## src/hw/rtl/assert_macros.svh

```systemverilog
// Assertion helpers for the RTL files; b64c_fifo.sv includes them.
`ifndef ASSERT_MACROS_SVH
`define ASSERT_MACROS_SVH

// The property must hold at every clock edge outside reset.
`define B64C_ASSERT(lbl, clk, rst_n, prop) \
  lbl: assert property (@(posedge clk) disable iff (!rst_n) (prop)) \
    else $error("b64c assertion failed");

// The condition must never be true at a clock edge outside reset.
`define B64C_ASSERT_NEVER(lbl, clk, rst_n, cond) \
  lbl: assert property (@(posedge clk) disable iff (!rst_n) !(cond)) \
    else $error("b64c assertion failed");

`endif

```

## src/hw/rtl/b64c_pkg.sv

```systemverilog
package b64c_pkg;

  localparam int unsigned QUEUE_DEPTH = 4;
  localparam int unsigned PADDR_W     = 3;
  localparam int unsigned PDATA_W     = 32;

  localparam logic REG_DIRECTION = 1'b0;

  localparam logic DIR_ENCODE = 1'b0;
  localparam logic DIR_DECODE = 1'b1;

  localparam logic [7:0] PAD_CHAR = 8'h3D;

  // One queued job expands into cnt + 1 results.
  typedef struct packed {
    logic [3:0][7:0] vals;
    logic [1:0]      cnt;
    logic            present;
    logic            last;
  } job_t;

  function automatic logic [7:0] alphabet_char(input logic [5:0] s);
    logic [7:0] r;
    if (s < 6'd26) begin
      r = 8'h41 + {2'b00, s};
    end else if (s < 6'd52) begin
      r = 8'h61 + {2'b00, s} - 8'd26;
    end else if (s < 6'd62) begin
      r = 8'h30 + {2'b00, s} - 8'd52;
    end else if (s == 6'd62) begin
      r = 8'h2B;
    end else begin
      r = 8'h2F;
    end
    return r;
  endfunction

  // Returns {valid, sextet}; valid is low for anything outside the alphabet.
  function automatic logic [6:0] sextet_of(input logic [7:0] c);
    logic [7:0] d;
    logic [6:0] r;
    d = 8'h00;
    r = 7'h00;
    if (c >= 8'h41 && c <= 8'h5A) begin
      d = c - 8'h41;
      r = {1'b1, d[5:0]};
    end else if (c >= 8'h61 && c <= 8'h7A) begin
      d = c - 8'h61 + 8'd26;
      r = {1'b1, d[5:0]};
    end else if (c >= 8'h30 && c <= 8'h39) begin
      d = c - 8'h30 + 8'd52;
      r = {1'b1, d[5:0]};
    end else if (c == 8'h2B) begin
      r = {1'b1, 6'd62};
    end else if (c == 8'h2F) begin
      r = {1'b1, 6'd63};
    end
    return r;
  endfunction

endpackage

```

## src/hw/rtl/b64c_in_if.sv

```systemverilog
interface b64c_in_if;
  logic       valid;
  logic       ready;
  logic [7:0] in_value;
  logic       in_last;

  modport source (output valid, output in_value, output in_last, input ready);
  modport sink (input valid, input in_value, input in_last, output ready);
endinterface

```

## src/hw/rtl/b64c_out_if.sv

```systemverilog
interface b64c_out_if;
  logic       valid;
  logic       ready;
  logic [7:0] out_value;
  logic       out_present;
  logic       out_last;

  modport source (output valid, output out_value, output out_present, output out_last,
                  input ready);
  modport sink (input valid, input out_value, input out_present, input out_last,
                output ready);
endinterface

```

## src/hw/rtl/b64c_front.sv

```systemverilog
module b64c_front (
  input  logic             clk_i,
  input  logic             rst_ni,
  b64c_in_if.sink          in_i,
  input  logic             direction_i,
  input  logic             clear_i,
  input  logic             full_i,
  output logic             push_o,
  output b64c_pkg::job_t   job_o
);

  logic [1:0] pos_q, pos_d;
  logic [5:0] held_q, held_d;
  logic       hvalid_q, hvalid_d;

  logic       accept;
  logic       has_job;
  logic [6:0] sext;
  logic [7:0] b;
  logic [7:0] dec_byte;
  logic       ok;
  logic       emit;

  assign in_i.ready = !full_i;
  assign accept     = in_i.valid && in_i.ready;
  assign push_o     = accept && has_job;
  assign b          = in_i.in_value;
  assign sext       = b64c_pkg::sextet_of(in_i.in_value);
  assign ok         = sext[6];

  always_comb begin
    job_o    = '0;
    has_job  = 1'b0;
    pos_d    = pos_q;
    held_d   = held_q;
    hvalid_d = hvalid_q;
    dec_byte = 8'h00;
    emit     = 1'b0;
    job_o.last = in_i.in_last;
    if (direction_i == b64c_pkg::DIR_ENCODE) begin
      has_job       = 1'b1;
      job_o.present = 1'b1;
      hvalid_d      = 1'b0;
      unique case (pos_q)
        2'd0: begin
          job_o.vals[0] = b64c_pkg::alphabet_char(b[7:2]);
          held_d        = {4'b0000, b[1:0]};
          pos_d         = 2'd1;
          if (in_i.in_last) begin
            job_o.vals[1] = b64c_pkg::alphabet_char({b[1:0], 4'b0000});
            job_o.vals[2] = b64c_pkg::PAD_CHAR;
            job_o.vals[3] = b64c_pkg::PAD_CHAR;
            job_o.cnt     = 2'd3;
          end
        end
        2'd1: begin
          job_o.vals[0] = b64c_pkg::alphabet_char({held_q[1:0], b[7:4]});
          held_d        = {2'b00, b[3:0]};
          pos_d         = 2'd2;
          if (in_i.in_last) begin
            job_o.vals[1] = b64c_pkg::alphabet_char({b[3:0], 2'b00});
            job_o.vals[2] = b64c_pkg::PAD_CHAR;
            job_o.cnt     = 2'd2;
          end
        end
        2'd2, 2'd3: begin
          job_o.vals[0] = b64c_pkg::alphabet_char({held_q[3:0], b[7:6]});
          job_o.vals[1] = b64c_pkg::alphabet_char(b[5:0]);
          job_o.cnt     = 2'd1;
          held_d        = 6'd0;
          pos_d         = 2'd0;
        end
      endcase
    end else begin
      unique case (pos_q)
        2'd0: dec_byte = 8'h00;
        2'd1: dec_byte = {held_q, sext[5:4]};
        2'd2: dec_byte = {held_q[3:0], sext[5:2]};
        2'd3: dec_byte = {held_q[1:0], sext[5:0]};
      endcase
      emit          = ok && hvalid_q && (pos_q != 2'd0);
      job_o.vals[0] = emit ? dec_byte : 8'h00;
      job_o.present = emit;
      has_job       = emit || in_i.in_last;
      held_d        = ok ? sext[5:0] : 6'd0;
      hvalid_d      = ok;
      pos_d         = pos_q + 2'd1;
    end
    if (in_i.in_last) begin
      pos_d    = 2'd0;
      held_d   = 6'd0;
      hvalid_d = 1'b0;
    end
  end

  always_ff @(posedge clk_i or negedge rst_ni) begin
    if (!rst_ni) begin
      pos_q    <= 2'd0;
      held_q   <= 6'd0;
      hvalid_q <= 1'b0;
    end else if (clear_i) begin
      pos_q    <= 2'd0;
      held_q   <= 6'd0;
      hvalid_q <= 1'b0;
    end else if (accept) begin
      pos_q    <= pos_d;
      held_q   <= held_d;
      hvalid_q <= hvalid_d;
    end
  end

endmodule

```

## src/hw/rtl/b64c_fifo.sv

```systemverilog
`include "assert_macros.svh"

module b64c_fifo #(
  parameter int unsigned DEPTH = b64c_pkg::QUEUE_DEPTH
) (
  input  logic           clk_i,
  input  logic           rst_ni,
  input  logic           push_i,
  input  b64c_pkg::job_t push_job_i,
  output logic           full_o,
  output logic           valid_o,
  output b64c_pkg::job_t head_o,
  input  logic           pop_i
);

  localparam int unsigned PW = (DEPTH > 1) ? $clog2(DEPTH) : 1;
  localparam int unsigned CW = $clog2(DEPTH + 1);

  b64c_pkg::job_t mem_q [DEPTH];
  logic [PW-1:0]  wr_ptr_q, rd_ptr_q;
  logic [CW-1:0]  count_q;

  assign full_o  = (count_q == CW'(DEPTH));
  assign valid_o = (count_q != '0);
  assign head_o  = mem_q[rd_ptr_q];

  always_ff @(posedge clk_i) begin
    if (push_i) begin
      mem_q[wr_ptr_q] <= push_job_i;
    end
  end

  always_ff @(posedge clk_i or negedge rst_ni) begin
    if (!rst_ni) begin
      wr_ptr_q <= '0;
      rd_ptr_q <= '0;
      count_q  <= '0;
    end else begin
      if (push_i) begin
        wr_ptr_q <= (wr_ptr_q == PW'(DEPTH - 1)) ? '0 : wr_ptr_q + PW'(1);
      end
      if (pop_i) begin
        rd_ptr_q <= (rd_ptr_q == PW'(DEPTH - 1)) ? '0 : rd_ptr_q + PW'(1);
      end
      if (push_i && !pop_i) begin
        count_q <= count_q + CW'(1);
      end else if (pop_i && !push_i) begin
        count_q <= count_q - CW'(1);
      end
    end
  end

  `B64C_ASSERT(a_count_bound, clk_i, rst_ni, count_q <= CW'(DEPTH))
  `B64C_ASSERT_NEVER(a_no_overflow, clk_i, rst_ni, push_i && full_o)
  `B64C_ASSERT_NEVER(a_no_underflow, clk_i, rst_ni, pop_i && !valid_o)

endmodule

```

## src/hw/rtl/b64c_back.sv

```systemverilog
module b64c_back (
  input  logic           clk_i,
  input  logic           rst_ni,
  input  logic           valid_i,
  input  b64c_pkg::job_t job_i,
  output logic           pop_o,
  b64c_out_if.source     out_o
);

  logic [1:0] idx_q;
  logic       ovalid_q;
  logic [7:0] value_q;
  logic       present_q;
  logic       last_q;

  logic load;
  logic emit;
  logic done;

  assign load  = !ovalid_q || out_o.ready;
  assign emit  = load && valid_i;
  assign done  = (idx_q == job_i.cnt);
  assign pop_o = emit && done;

  assign out_o.valid       = ovalid_q;
  assign out_o.out_value   = value_q;
  assign out_o.out_present = present_q;
  assign out_o.out_last    = last_q;

  always_ff @(posedge clk_i or negedge rst_ni) begin
    if (!rst_ni) begin
      ovalid_q <= 1'b0;
      idx_q    <= 2'd0;
    end else begin
      if (load) begin
        ovalid_q <= valid_i;
      end
      if (emit) begin
        idx_q <= done ? 2'd0 : idx_q + 2'd1;
      end
    end
  end

  always_ff @(posedge clk_i) begin
    if (emit) begin
      value_q   <= job_i.vals[idx_q];
      present_q <= job_i.present;
      last_q    <= job_i.last && done;
    end
  end

endmodule

```

## src/hw/rtl/base64_stream_codec.sv

```systemverilog
// Channel  Direction  Payload                          Transaction
// in_i     input      in_value, in_last                valid && ready
// out_o    output     out_value, out_present, out_last valid && ready
// apb      input      direction register at offset 0   psel && penable && pwrite
//
// The front end takes one item per cycle while the job queue has room.
// The back end sends one result per cycle while out_o is ready, so an encoded
// byte yields one to four results and a long message four results per three bytes.
// The first result of an item passes through the job queue and the output register.
// Reset clears the direction to encode and empties the queue; a stall on
// out_o fills the queue and then holds in_i.ready low.
module base64_stream_codec #(
  parameter int unsigned QUEUE_DEPTH = b64c_pkg::QUEUE_DEPTH
) (
  input  logic                           clk_i,
  input  logic                           rst_ni,
  b64c_in_if.sink                        in_i,
  b64c_out_if.source                     out_o,
  input  logic                           psel,
  input  logic                           penable,
  input  logic                           pwrite,
  input  logic [b64c_pkg::PADDR_W-1:0]   paddr,
  input  logic [b64c_pkg::PDATA_W-1:0]   pwdata,
  output logic [b64c_pkg::PDATA_W-1:0]   prdata,
  output logic                           pready
);

  logic           direction_q;
  logic           reg_hit;
  logic           cfg_write;
  logic           push;
  logic           full;
  logic           pop;
  logic           head_valid;
  b64c_pkg::job_t push_job;
  b64c_pkg::job_t head_job;

  assign pready    = 1'b1;
  assign reg_hit   = (paddr[b64c_pkg::PADDR_W-1:2] == b64c_pkg::REG_DIRECTION);
  assign cfg_write = psel && penable && pwrite && reg_hit;
  assign prdata    = reg_hit ? {{(b64c_pkg::PDATA_W-1){1'b0}}, direction_q} : '0;

  always_ff @(posedge clk_i or negedge rst_ni) begin
    if (!rst_ni) begin
      direction_q <= b64c_pkg::DIR_ENCODE;
    end else if (cfg_write) begin
      direction_q <= pwdata[0];
    end
  end

  b64c_front u_front (
    .clk_i       (clk_i),
    .rst_ni      (rst_ni),
    .in_i        (in_i),
    .direction_i (direction_q),
    .clear_i     (cfg_write),
    .full_i      (full),
    .push_o      (push),
    .job_o       (push_job)
  );

  b64c_fifo #(
    .DEPTH (QUEUE_DEPTH)
  ) u_fifo (
    .clk_i      (clk_i),
    .rst_ni     (rst_ni),
    .push_i     (push),
    .push_job_i (push_job),
    .full_o     (full),
    .valid_o    (head_valid),
    .head_o     (head_job),
    .pop_i      (pop)
  );

  b64c_back u_back (
    .clk_i   (clk_i),
    .rst_ni  (rst_ni),
    .valid_i (head_valid),
    .job_i   (head_job),
    .pop_o   (pop),
    .out_o   (out_o)
  );

endmodule

```

## src/flat_wrapper.sv

```systemverilog
// flat-port wrapper written by rule: the top's interface ports become plain ports
module base64_stream_codec_flat 
#(
  parameter int unsigned QUEUE_DEPTH = b64c_pkg::QUEUE_DEPTH
)
  (clk_i, rst_ni, psel, penable, pwrite, paddr, pwdata, prdata, pready, in_i_valid, in_i_in_value, in_i_in_last, in_i_ready, out_o_valid, out_o_out_value, out_o_out_present, out_o_out_last, out_o_ready);
  b64c_in_if in_i_i ();
  b64c_out_if out_o_i ();
  input  logic clk_i;
  input  logic rst_ni;
  input  logic psel;
  input  logic penable;
  input  logic pwrite;
  input  logic [b64c_pkg::PADDR_W-1:0] paddr;
  input  logic [b64c_pkg::PDATA_W-1:0] pwdata;
  output logic [b64c_pkg::PDATA_W-1:0] prdata;
  output logic pready;
  input wire logic [$bits(in_i_i.valid)-1:0] in_i_valid;
  input wire logic [$bits(in_i_i.in_value)-1:0] in_i_in_value;
  input wire logic [$bits(in_i_i.in_last)-1:0] in_i_in_last;
  output wire logic [$bits(in_i_i.ready)-1:0] in_i_ready;
  output wire logic [$bits(out_o_i.valid)-1:0] out_o_valid;
  output wire logic [$bits(out_o_i.out_value)-1:0] out_o_out_value;
  output wire logic [$bits(out_o_i.out_present)-1:0] out_o_out_present;
  output wire logic [$bits(out_o_i.out_last)-1:0] out_o_out_last;
  input wire logic [$bits(out_o_i.ready)-1:0] out_o_ready;
  assign in_i_i.valid = in_i_valid;
  assign in_i_i.in_value = in_i_in_value;
  assign in_i_i.in_last = in_i_in_last;
  assign in_i_ready = in_i_i.ready;
  assign out_o_valid = out_o_i.valid;
  assign out_o_out_value = out_o_i.out_value;
  assign out_o_out_present = out_o_i.out_present;
  assign out_o_out_last = out_o_i.out_last;
  assign out_o_i.ready = out_o_ready;
  base64_stream_codec #(.QUEUE_DEPTH(QUEUE_DEPTH)) u_core (.clk_i(clk_i), .rst_ni(rst_ni), .in_i(in_i_i), .out_o(out_o_i), .psel(psel), .penable(penable), .pwrite(pwrite), .paddr(paddr), .pwdata(pwdata), .prdata(prdata), .pready(pready));
endmodule
```

## config.mk

```make
export PLATFORM = sky130hd
export DESIGN_NAME = base64_stream_codec_flat
export DESIGN_NICKNAME = d
export VERILOG_FILES = /design/src/hw/rtl/b64c_pkg.sv /design/src/hw/rtl/b64c_in_if.sv /design/src/hw/rtl/b64c_out_if.sv /design/src/hw/rtl/b64c_front.sv /design/src/hw/rtl/b64c_fifo.sv /design/src/hw/rtl/b64c_back.sv /design/src/hw/rtl/base64_stream_codec.sv /design/src/flat_wrapper.sv
export VERILOG_INCLUDE_DIRS = /design/src /design/src/hw/rtl
export SDC_FILE = /design/constraint.sdc
export NUM_CORES = 1
export LEC_CHECK = 0
export BUFFER_PORTS_ARGS = -buffer_cell sky130_fd_sc_hd__buf_2
export CORE_UTILIZATION = 25
export DETAILED_ROUTE_END_ITERATION = 6
export PLACE_DENSITY_LB_ADDON = 0.12
export SLEW_MARGIN = 20
export SYNTH_ARGS = -nofsm -noshare
export SYNTH_HDL_FRONTEND = slang
export SYNTH_SLANG_ARGS = --single-unit
```

## constraint.sdc

```tcl
create_clock -name clk_i -period 6.9 [get_ports clk_i]
set_input_delay 1.035 -clock clk_i [delete_from_list [all_inputs] [get_ports clk_i]]
set_output_delay 1.035 -clock clk_i [all_outputs]
set_load 0.1 [all_outputs]
```

# Word level (Yosys, flattened, before mapping)
# Memory sizes are Yosys's and may differ from the RTL's.
# Cells that the tools add are included.
# Widths: inputs -> output; s select.
[totals]
register_bits = 30
mem_bits_rw = 144
inputBits = 51
out_inout_bits = 45
wordCells = 186
memories = 1
[classes]
add_sub_neg = 41
order_cmp = 25
n_eq_ne = 13
muxes = 66
bitwise = 1
reduce_logical = 27
[mem_list]
columns = ["name", "depth", "width", "read_ports", "rd_ports_with_merged_regs", "wr", "line_no", "rtl"]
rows = [
  ["u_core.u_fifo.mem_q", 4, 36, 1, 0, 1, "b64c_fifo.sv:19", "b64c_pkg::job_t mem_q [DEPTH];"],
]
[op_table]
columns = ["operator", "count"]
rows = [
  ["$mux 8", 22],
  ["$add 7x6->8 const A", 12],
  ["$lt 6x6->1 const B", 12],
  ["$pmux 18 s3", 1],
  ["$sub 7x6->8 const B", 6],
  ["$sub 8x5->8 const B", 6],
  ["$add 6x6->7 const A", 6],
  ["$lt 6x5->1 const B", 6],
  ["$mux 7", 5],
  ["$pmux 8 s4", 1],
  ["$mux 6", 5],
  ["$eq 6x6->1 const B", 4],
  ["$mux 24", 1],
  ["$mux 22", 1],
  ["$mux 2", 10],
  ["$mux 3", 6],
  ["$pmux 6 s3", 1],
  ["$bmux 8 s2", 1],
  ["$eq 8x6->1 const B", 2],
  ["$ge 8x7->1 const B", 2],
  ["$le 8x7->1 const B", 2],
  ["$pmux 8 s2", 1],
  ["$logic_and 1x1->1", 15],
  ["$mux 14", 1],
  ["other kinds (23)", 44],
]

# Depth between registers and ports, before layout
# Gate-level depths: netlist of the first run.
[depth]
word_depth = 15
mapped_depth = 17
mapped_depth_nobuf = 14

# Hierarchy
# From an unflattened synthesis of the first run, not the netlist that was laid out.
[unflattened]
cells_unflattened = 810
hier_area_um2 = 10005.8
[modules_own_cells]
columns = ["module", "instances", "cells_per_inst", "area_per_inst_um2", "seq_area_each_um2"]
rows = [
  ["b64c_fifo", 1, 225, 5620.4, 4499.3],
  ["b64c_front", 1, 509, 3400.8, 225.2],
  ["b64c_back", 1, 38, 674.4, 375.4],
  ["base64_stream_codec", 1, 38, 310.3, 25.0],
]

# Least setup slack after synthesis of the first run
# No wires, ideal clock.
[synth_path]
kind = "input to register"
start = "in in_i_in_value[7]"
end = "reg u_core.u_fifo.count_q[1]"
setup_ps = 125
t_arrival_ps = 4051
t_required_ps = 6775
setup_slack_ps = 2724
cell_stages = 14
n_path_buf = 2
path_cell_list = "buf_2 > clkbuf_1 > inv_1 > ha_1 > nor2b_1 > and4_1 > or3_1 > nor2_1 > o21ai_1 > o211a_4 > ha_1 > inv_1 > fa_1 > mux2_2"
[synth_between]
elab_chain_len = 14
[synth_lines]
columns = ["element", "line_no", "rtl"]
rows = [
  ["start, declared", "flat_wrapper.sv:19", "input wire logic [$bits(in_i_i.in_value)-1:0] in_i_in_value;"],
  ["parallel branches: the longest is 5 deep, another holds $ge 8x6->1", "n/a", ""],
  ["$mux 7 *", "b64c_pkg.sv:44", "if (c >= 8'h41 && c <= 8'h5A) begin"],
  ["$logic_and 1x1->1 * (2 in a row)", "b64c_front.sv:81", "emit = ok && hvalid_q && (pos_q != 2'd0);"],
  ["$logic_or 1x1->1 *", "b64c_front.sv:84", "has_job = emit || in_i.in_last;"],
  ["$mux 1 *", "b64c_front.sv:40", "if (direction_i == b64c_pkg::DIR_ENCODE) begin"],
  ["$logic_and 1x1->1 *", "b64c_front.sv:26", "assign push_o = accept && has_job;"],
  ["named net u_core.push", "base64_stream_codec.sv:31", "logic push;"],
  ["$logic_not 1->1", "b64c_fifo.sv:47", "end else if (pop_i && !push_i) begin"],
  ["$logic_and 1x1->1", "b64c_fifo.sv:47", ""],
  ["$reduce_bool 2->1 (no line)", "n/a", ""],
  ["end signal, assigned", "b64c_fifo.sv:46", "count_q <= count_q + CW'(1);"],
  ["end signal, assigned", "b64c_fifo.sv:48", "count_q <= count_q - CW'(1);"],
  ["end, declared", "b64c_fifo.sv:21", "logic [CW-1:0] count_q;"],
]
# Mark *: on every way through the listed nets, which the timed path passes.
# A chain may end at the register's enable or synchronous reset.

# Final worst setup path of the first run
[layout_path]
start = "in in_i_in_value[4]"
end = "reg u_core.u_fifo.count_q[2]"
# Same word-level chain as after synthesis.

==> results of run 1 <==
## per-layer routing
layer / up-vias / track usage
met5: - / 0
met4: 0 / 0.0672
met3: 39 / 0.0253
met2: 182 / 0.231
met1: 2903 / 0.190
li1: 2659 / -
## where the power goes
| group | internal, mW | switching, mW | leakage (nW) |
|---|---|---|---|
| combinational | 0.406 | 0.923 | 1.66 |
| sequential | 1.02 | 0.0989 | 1.17 |
| clock | 0.648 | 0.309 | 0.307 |
| total | 2.07 | 1.33 | 3.14 |
## layout by cell type, fill, tap and decap left out, types with 8 or more instances in the layout
master	Yosys	final
a211oi_1	13	13
a21oi_1	42	41
a31oi_1	11	11
buf_2	7	30
buf_4	33	8
clkbuf_16	0	17
conb_1	2	32
dfrtp_1	20	20
edfxtp_1	98	98
ha_1	35	35
inv_1	24	24
mux2i_1	15	15
mux4_2	22	22
nand2_1	43	43
nand3_1	16	16
nor2_1	48	48
nor3_1	31	31
o21ai_0	40	40
o21ai_1	11	11
xnor2_1	19	19
## flip-flops by register name, summed over array words and instances, names as in the netlist
name / count
u_core.direction_q: 1
u_core.u_back.idx_q: 2
u_core.u_back.out_o.out_last: 1
u_core.u_back.out_o.out_present: 1
u_core.u_back.out_o.out_value: 8
u_core.u_back.out_o.valid: 1
u_core.u_fifo.count_q: 3
u_core.u_fifo.mem_q: 88
u_core.u_fifo.rd_ptr_q: 2
u_core.u_fifo.wr_ptr_q: 2
u_core.u_front.held_q: 6
u_core.u_front.hvalid_q: 1
u_core.u_front.pos_q: 2
## through the flow
stage | hold slack (ps) | cells
floorplan | 448 | 742
global placement | 468 | 1093
detailed placement | 470 | 1093
CTS | 485 | 1125
global route | 528 | 1125
finish | 481 | 1125
## worst max-delay path by stage
stage / from / endpoint
floorplan: in_i_in_value[7] / u_core.u_fifo.count_q[1]$_DFFE_PN0P_
global placement: in_i_in_value[2] / u_core.u_fifo.count_q[2]$_DFFE_PN0P_
detailed placement: in_i_in_value[5] / u_core.u_fifo.count_q[2]$_DFFE_PN0P_
CTS: in_i_in_value[2] / u_core.u_fifo.count_q[2]$_DFFE_PN0P_
global route: in_i_in_value[4] / u_core.u_fifo.count_q[2]$_DFFE_PN0P_
finish: in_i_in_value[4] / u_core.u_fifo.count_q[2]$_DFFE_PN0P_
## logic make-up after synthesis
family          count (synthesis)  synth area share
fa+ha+maj                      36            0.0599
flops                         118             0.450
simple gates                  191             0.123
xor+xnor                       22            0.0252
mux                            43            0.0933
compound gates                196             0.177
buf+inv                       104            0.0704
other cells                     2          0.000982
## critical path, delay by kind of cell
family | cells | cell delay, ps
adders and majority gates | 3 | 1160
AOI/OAI and AO/OA | 3 | 1200
xor gates and xnor gates | 2 | 310
and+or+nand+nor | 4 | 770
buffers and inverters | 2 | 440
## layout make-up
| class | instances | area (um2) | share of cell area |
|---|---|---|---|
| clock inverters | 13 | 204 | 0.0235 |
| inverters | 27 | 101 | 0.0117 |
| multi-input cells | 520 | 3780 | 0.436 |
| well taps | 390 | 488 | 0.0563 |
| repair buffers | 38 | 210 | 0.0242 |
| flip-flops and latches | 118 | 3440 | 0.397 |
| clock buffers | 19 | 443 | 0.0511 |
==> results.yml, run 1 <==
yosys:
  synth_ff_type: "edfxtp_1"
  ys_warn_count: 0
  synth-seq-area-share: 0.450
  synth.most_common_cell: "edfxtp_1"
  ys_ff_latch: 118
  synth_top_area_share: 0.385
  syn_area_um2: 7650
  synthTopCellsByCount: "edfxtp_1 (98), nor2_1 (48), nand2_1 (43)"
  synthCells: 712
  async_flop_share: 0.169
  avgSynthCellArea_um2: 10.7
  yosysTopAreaCell: "edfxtp_1"
  synth.area.top_cells: "edfxtp_1 (38%), dfrtp_1 (6.5%), mux4_2 (6.5%)"
  synth_edf_count: 98
  synth.distinct_cells: 81
power:
  ir_worst_vdd_mv: 0.132
  totalPowerFinal_mw: 3.40
  leakagePower_nw: 3.14
  powerDensity_nw_per_um2: 392
timing:
  finalWorstSetupSlack_ps: 2300
  setup_violations: 0
  fmax_mhz: 218
  finalMaxSlewViolations: 0
  slew_headroom: 0.424
  period_share: 0.666
  grt_setup_unrepaired: "no"
  finClkSkew_ps: 5.92
  hold_viol: 0
  tightest_slew_ps: 864
  tns_ps: 0
  post-route-min-period_ps: 4600
grt:
  first_global_vias: 5656
  antenna_found_initial: 0
  grt_max_degree: 26
  grt_remaining_overflow: 0
  grt_pass1_wl_um: 34000
  grt_usage: 0.145
placed_design:
  preCtsSetupSlack_ps: 1890
  place_area_um2: 8020
  gp_congestion: 0.814
  place_hpwl_um: 15700
  portBuffers: 30
route:
  drtPass1Iterations: 5
  viasPerCell: 5.14
  vias: 5783
  postRouteAntennaNets: 0
  wl_met1_um: 10100
  totalWireLength_um: 22200
  routedWlPerCell_um: 19.7
  top_layer_used: "met4"
  route.met3.wl_um: 832
  drcViolationCount: 0
  drtIter0Drc: 387
  wl_met2_um: 10400
worst_setup_path:
  critPathKind: "in -> reg"
  worstRegToRegCells: 8
  worst-path-max-fanout: 22
  crit_arrival_ps: 4930
  critPathSlowestCell: "ha_1"
  crit_path_end_kind: "flop"
  r2r-end: "u_core.u_fifo.mem_q[1][8]$_DFFE_PP_"
  r2r_start: "u_core.u_front.held_q[1]$_DFFE_PN0P_"
  crit_path_max_incr_delay_ps: 600
  path_cells: "buf_2 -> ha_1 -> nand3_1 -> o31ai_1 -> or3_1 -> nor2_1 -> o21ai_1 -> o211a_4 -> ha_1 -> inv_1 -> fa_1 -> xor2_1 -> nor2_1 -> xor2_1"
  startpoint_type: "input pin"
  required_ps: 7230
  rrSetupSlack_ps: 3500
cells_and_area:
  syn2layout_area_growth_pct: 13.4
  stdcell_area_um2: 8670
  final_nets: 809
  final_util: 0.290
  drive_gt1_frac: 0.147
  antenna_cells: 0
  n_fill_cell: 3087
cts:
  cts_buffers: 17
  cts-root-buf: "clkbuf_16"
  htreeDepth: 4
  cts_tree: "yes"
  clock-sinks: 118
  cts_setup_buffers: 0
  clk_latency_ps: 410
  hold_buffers: 0
  clock_path_buffers: 2
  cts.clk_slew.worst_paths_ps: 50
  cts_resized: 0
die:
  core_area_um2: 29900
  rows: 63
  start_util: 0.256
  die_w_um: 177
  die_h_um: 177
  ioPinCount: 96
  die_area_um2: 31300
job:
  drv_cap: 0
min_path:
  min_path_type: "reg -> reg"
  hold_end: "u_core.u_front.hvalid_q$_DFFE_PN0P_"
  min_path_cells: 2
  min-delay-start: "u_core.u_front.hvalid_q$_DFFE_PN0P_"
outcome:
  outcome: "finished clean"
(Power assumes the default switching activity.)
==> inputs of run 2 (changes only) <==
- clock period: 6.9 -> 4.4 ns (I/O delays scaled with it)
==> run 2 against run 1 <==
Effect of this change:
- combinational power increased by 60%
- via count is 1.7% higher
- utilization grew 0.82 points
- flip-flop and latch count unchanged
- clock power rose by 57%
==> results.yml, run 2 (synthesis gave the netlist of run 1 again) <==
route:
  routedWlPerCell_um: 19.5
  vias: 5880
  drtPass1Iterations: 5
  viasPerCell: 5.10
  postRouteAntennaNets: 0
  totalWireLength_um: 22500
  drcViolationCount: 0
  drtIter0Drc: 406
cells_and_area:
  final_util: 0.298
  final_nets: 836
  final_common_cell: "edfxtp_1"
  final_cells: 1152
  drive_gt1_frac: 0.169
  n_fill_cell: 3077
  antenna_cells: 0
  largest_reg_flops: 88
  syn2layout_area_growth_pct: 16.6
  top_register: "u_core.u_fifo.mem_q"
  stdcell_area_um2: 8920
  final_cell_mix: "edfxtp_1 (98), nor2_1 (48), nand2_1 (43), a21oi_1 (42), o21ai_0 (40)"
die:
  start_util: 0.256
  ioPinCount: 96
  rows: 63
  core_area_um2: 29900
  die_area_um2: 31300
  die_w_um: 177
  die_h_um: 177
worst_setup_path:
  crit_arrival_ps: 3890
  critPathKind: "in -> reg"
  required_ps: 4690
  worst-path-max-fanout: 11
  worstRegToRegCells: 8
  crit_path_end_kind: "flop"
  startpoint_type: "input pin"
power:
  totalPowerFinal_mw: 5.39
  leakagePower_nw: 3.29
  powerDensity_nw_per_um2: 604
  ir_worst_vdd_mv: 0.236
placed_design:
  place_area_um2: 8270
  preCtsSetupSlack_ps: 401
  portBuffers: 30
  place_hpwl_um: 16400
  gp_congestion: 0.840
  placed_cells: 1120
timing:
  period_share: 0.819
  tns_ps: 0
  finalMaxSlewViolations: 0
  setup_violations: 0
  post-route-min-period_ps: 3600
  finalWorstSetupSlack_ps: 796
  grt_setup_unrepaired: "no"
  whs_ps: 219
  slew_headroom: 0.430
  hold_viol: 0
  fmax_mhz: 277
  tightest_slew_ps: 855
  finClkSkew_ps: 9.95
grt:
  grt_pass1_wl_um: 34500
  grt_usage: 0.147
  grt_remaining_overflow: 0
  first_global_vias: 5867
  antenna_found_initial: 0
  grt_max_degree: 23
cts:
  clock-sinks: 118
  cts_tree: "yes"
  clock_path_buffers: 2
  clk_latency_ps: 410
  cts_setup_buffers: 0
  cts_buffers: 17
  cts_resized: 0
  hold_buffers: 0
  cts.clk_slew.worst_paths_ps: 50
  cts-root-buf: "clkbuf_16"
  htreeDepth: 4
min_path:
  min_path_type: "in -> async"
job:
  drv_cap: 0
outcome:
  outcome: "finished clean"
==> run 2: cell count changes in the layout (fill, tap and decap cells not counted), sizes merged <==
| cell | delta |
|---|---|
| buf | +27 |
| clkinvlp | -3 |
| clkinv | +2 |
| bufinv | +1 |
==> run 2: power breakdown <==
group | total (mW) | switching [mW] | internal [mW]
clock network | 1.50 | 0.453 | 1.05
logic | 2.13 | 1.45 | 0.682
registers | 1.75 | 0.160 | 1.59
==> run 2: final timing paths <==
path / start / end / slack, ps
setup / recovery: in_i_in_value[0] / u_core.u_fifo.count_q[1]$_DFFE_PN0P_ / 800
hold reg to reg: u_core.u_front.hvalid_q$_DFFE_PN0P_ / u_core.u_front.hvalid_q$_DFFE_PN0P_ / 490
max in group asynchronous: rst_ni / u_core.u_front.held_q[2]$_DFFE_PN0P_ / 3830
min in group clk_i: pwdata[0] / u_core.direction_q$_DFFE_PN0P_ / 460
hold / removal: rst_ni / u_core.u_fifo.rd_ptr_q[0]$_DFFE_PN0P_ / 220
setup reg to reg: u_core.u_front.held_q[0]$_DFFE_PN0P_ / u_core.u_fifo.mem_q[1][9]$_DFFE_PP_ / 1140
==> run 2: per-layer routing <==
layer | track usage | part of all wire | up-vias
met5 | 0 | 0 | -
met4 | 0.0539 | 0.024 | 0
met3 | 0.0288 | 0.037 | 29
met2 | 0.242 | 0.48 | 177
met1 | 0.190 | 0.46 | 2948
li1 | - | - | 2726
==> run 2: critical path: stages <==
cell and delay [ps]:
buf_2 190, inv_1 310, ha_1 260, and3b_1 290, a2bb2oi_2 350, o22ai_2 140
nor2_1 250, o21ai_1 200, o211a_4 320, ha_1 200, inv_1 70, fa_1 400
mux2_2 260
==> run 2: cell type report <==
class / instances / area, um2 / share of cell area
repair buffers: 65 / 463 / 0.0519
inverters: 27 / 101 / 0.0114
flip-flops and latches: 118 / 3440 / 0.386
clock inverters: 13 / 209 / 0.0234
clock buffers: 19 / 433 / 0.0486
multi-input cells: 520 / 3780 / 0.424
well taps: 390 / 488 / 0.0547
==> inputs of run 3 (changes only) <==
- ABC_AREA: not set -> 1
- clock period: 4.4 -> 3 ns (I/O delays scaled with it)
==> run 3 against run 2 <==
Effect of this change:
- total power rose by 54%
- via count up 13%
- critical path depth rose by 1
- clock skew shrank 2.0 ps
- largest power group unchanged
- worst setup slack got worse by 380 ps
- routed wire length increased by 8.7%
- critical path type is now reg -> reg
- combinational power is 73% higher
- clock power up 39%
- largest cell class unchanged
- non-clock buffer count up 33
==> results.yml, run 3 <==
yosys:
  synth-simple-area-share: 0.220
  ys_warn_count: 0
  syn_area_um2: 7820
  yosysTopAreaCell: "edfxtp_1"
  synth-seq-area-share: 0.440
  ys_ff_latch: 118
  synth_top_area_share: 0.376
  synth.distinct_cells: 51
  synth_xor_area_frac: 0.0202
  synth_fa_ha_area_frac: 0.0585
  synth.area.top_cells: "edfxtp_1 (38%), nand2_1 (8.1%), dfrtp_1 (6.4%)"
  synth_top_family_by_area: "simple AND/OR/NAND/NOR gates"
  synth_ff_type: "edfxtp_1"
  avgSynthCellArea_um2: 8.38
  async_flop_share: 0.169
  synthTopCellsByCount: "nand2_1 (169), nor2_1 (103), edfxtp_1 (98)"
  synth_compound_area_frac: 0.160
  synthMuxAreaShare: 0
  synth_edf_count: 98
  synthCells: 933
  synth.most_common_cell: "nand2_1"
timing:
  fmax_mhz: 386
  slew_headroom: 0.610
  tightest_slew_ps: 579
  whs_ps: 17.5
  hold_viol: 0
  setup_violations: 0
  grt_setup_unrepaired: "no"
  period_share: 0.863
  finalMaxSlewViolations: 0
  post-route-min-period_ps: 2590
  finalWorstSetupSlack_ps: 412
  finClkSkew_ps: 7.98
worst_setup_path:
  crit_path_end_kind: "flop"
  critPathSlowestCell: "fa_1"
  path_cells: "clkinv_1 -> buf_4 -> nor2_1 -> o22ai_1 -> xor2_1 -> nand2_1 -> nor2_2 -> inv_1 -> ha_1 -> inv_1 -> fa_1 -> a21oi_1 -> o21ai_0 -> xnor2_1"
  startpoint_type: "flop"
  required_ps: 3290
  worst-path-max-fanout: 13
  crit_family: "buffers and inverters"
  crit_arrival_ps: 2880
  path_common_cell: "inv_1"
  crit_path_max_incr_delay_ps: 380
  critPathKind: "reg -> reg"
  critPathBufInv: 4
cells_and_area:
  final_cell_mix: "nand2_1 (169), nor2_1 (99), edfxtp_1 (98), o21ai_0 (83), inv_1 (82)"
  antenna_cells: 0
  top_register: "u_core.u_fifo.mem_q"
  largest_reg_flops: 88
  final_nets: 1100
  n_fill_cell: 3310
  syn2layout_area_growth_pct: 19.5
  final_common_cell: "nand2_1"
  drive_gt1_frac: 0.170
cts:
  cts_setup_buffers: 0
  clock-sinks: 118
  cts_resized: 0
  cts_tree: "yes"
  cts-root-buf: "clkbuf_16"
  htreeDepth: 4
  clk_latency_ps: 410
  hold_buffers: 0
  cts_buffers: 17
  cts.clk_slew.worst_paths_ps: 50
  clock_path_buffers: 2
placed_design:
  preCtsSetupSlack_ps: 87.0
  portBuffers: 30
  gp_congestion: 0.866
  place_hpwl_um: 18300
grt:
  antenna_found_initial: 0
  grt_max_degree: 33
  grt_usage: 0.161
  first_global_vias: 6500
  grt_pass1_wl_um: 38300
  grt_remaining_overflow: 0
die:
  core_area_um2: 30700
  start_util: 0.255
  die_area_um2: 32000
  die_h_um: 179
  rows: 64
  ioPinCount: 96
  die_w_um: 179
min_path:
  min_path_type: "in -> async"
route:
  drcViolationCount: 0
  drtIter0Drc: 504
  routedWlPerCell_um: 17.2
  drtPass1Iterations: 5
  vias: 6659
  totalWireLength_um: 24400
  postRouteAntennaNets: 0
  viasPerCell: 4.68
outcome:
  outcome: "finished clean"
power:
  ir_worst_vdd_mv: 0.404
  powerDensity_nw_per_um2: 885
  leakagePower_nw: 3.86
job:
  drv_cap: 0
==> run 3: worst paths after layout <==
path / startpoint / to / slack (ps) / cells past startpoint
max in group asynchronous: rst_ni / u_core.u_front.held_q[4]$_DFFE_PN0P_ / 2620 / 1
min reg2reg: u_core.u_fifo.count_q[2]$_DFFE_PN0P_ / u_core.u_fifo.count_q[2]$_DFFE_PN0P_ / 500 / 1
min in group clk_i: pwdata[0] / u_core.direction_q$_DFFE_PN0P_ / 250 / 3
max: u_core.u_fifo.rd_ptr_q[0]$_DFFE_PN0P_ / u_core.u_fifo.count_q[2]$_DFFE_PN0P_ / 410 / 14
max reg2reg: u_core.u_fifo.rd_ptr_q[0]$_DFFE_PN0P_ / u_core.u_fifo.count_q[2]$_DFFE_PN0P_ / 410 / 14
min: rst_ni / u_core.u_back.idx_q[0]$_DFFE_PN0P_ / 20 / 1
==> run 3: through the flow <==
step                      instances  total power [mW]   util  cell area [um2]  TNS [ps]
final                          1422              8.28  0.305             9350         0
after global routing           1422              8.82  0.305             9350         0
after global placement         1390              6.28  0.285             8740         0
after floorplan                 963              5.10      -             7940    -19180
after detailed placement       1390              6.26  0.285             8740         0
after CTS                      1422              8.36  0.305             9350         0
==> run 3: final cells by class <==
type	count	area [um2]	share of cell area
clock buffer	17	425	0.0455
clock inverter	15	186	0.0199
inverter	97	369	0.0395
multi-input combinational	681	3720	0.398
sequential	118	3440	0.368
tap	396	495	0.0530
timing repair buffer	98	711	0.0760
==> run 3: layer usage <==
layer	part of all wire	global-route usage
met5	0	0
met1	0.48	0.215
met2	0.47	0.265
met4	0.018	0.0484
met3	0.037	0.0259
==> run 3: cell families after synthesis <==
group	Yosys count
buffers and inverters	164
adder cells (fa/ha/maj)	36
AO/OA/AOI/OAI	211
XOR/XNOR	18
AND/OR/NAND/NOR	384
other	2
flip-flops	118
==> run 3: worst reg2reg max path, delay by kind of cell, from the launching register on <==
family	cells	cell delay (ps)
buf+inv	4	660
simple gates	3	280
flops	1	360
xor+xnor	2	280
fa+ha+maj	2	540
compound gates	3	350
==> run 3: where the power goes <==
group,internal (mW),switching [mW]
Clock,1.38,0.705
Sequential,2.34,0.172
Combinational,0.966,2.72
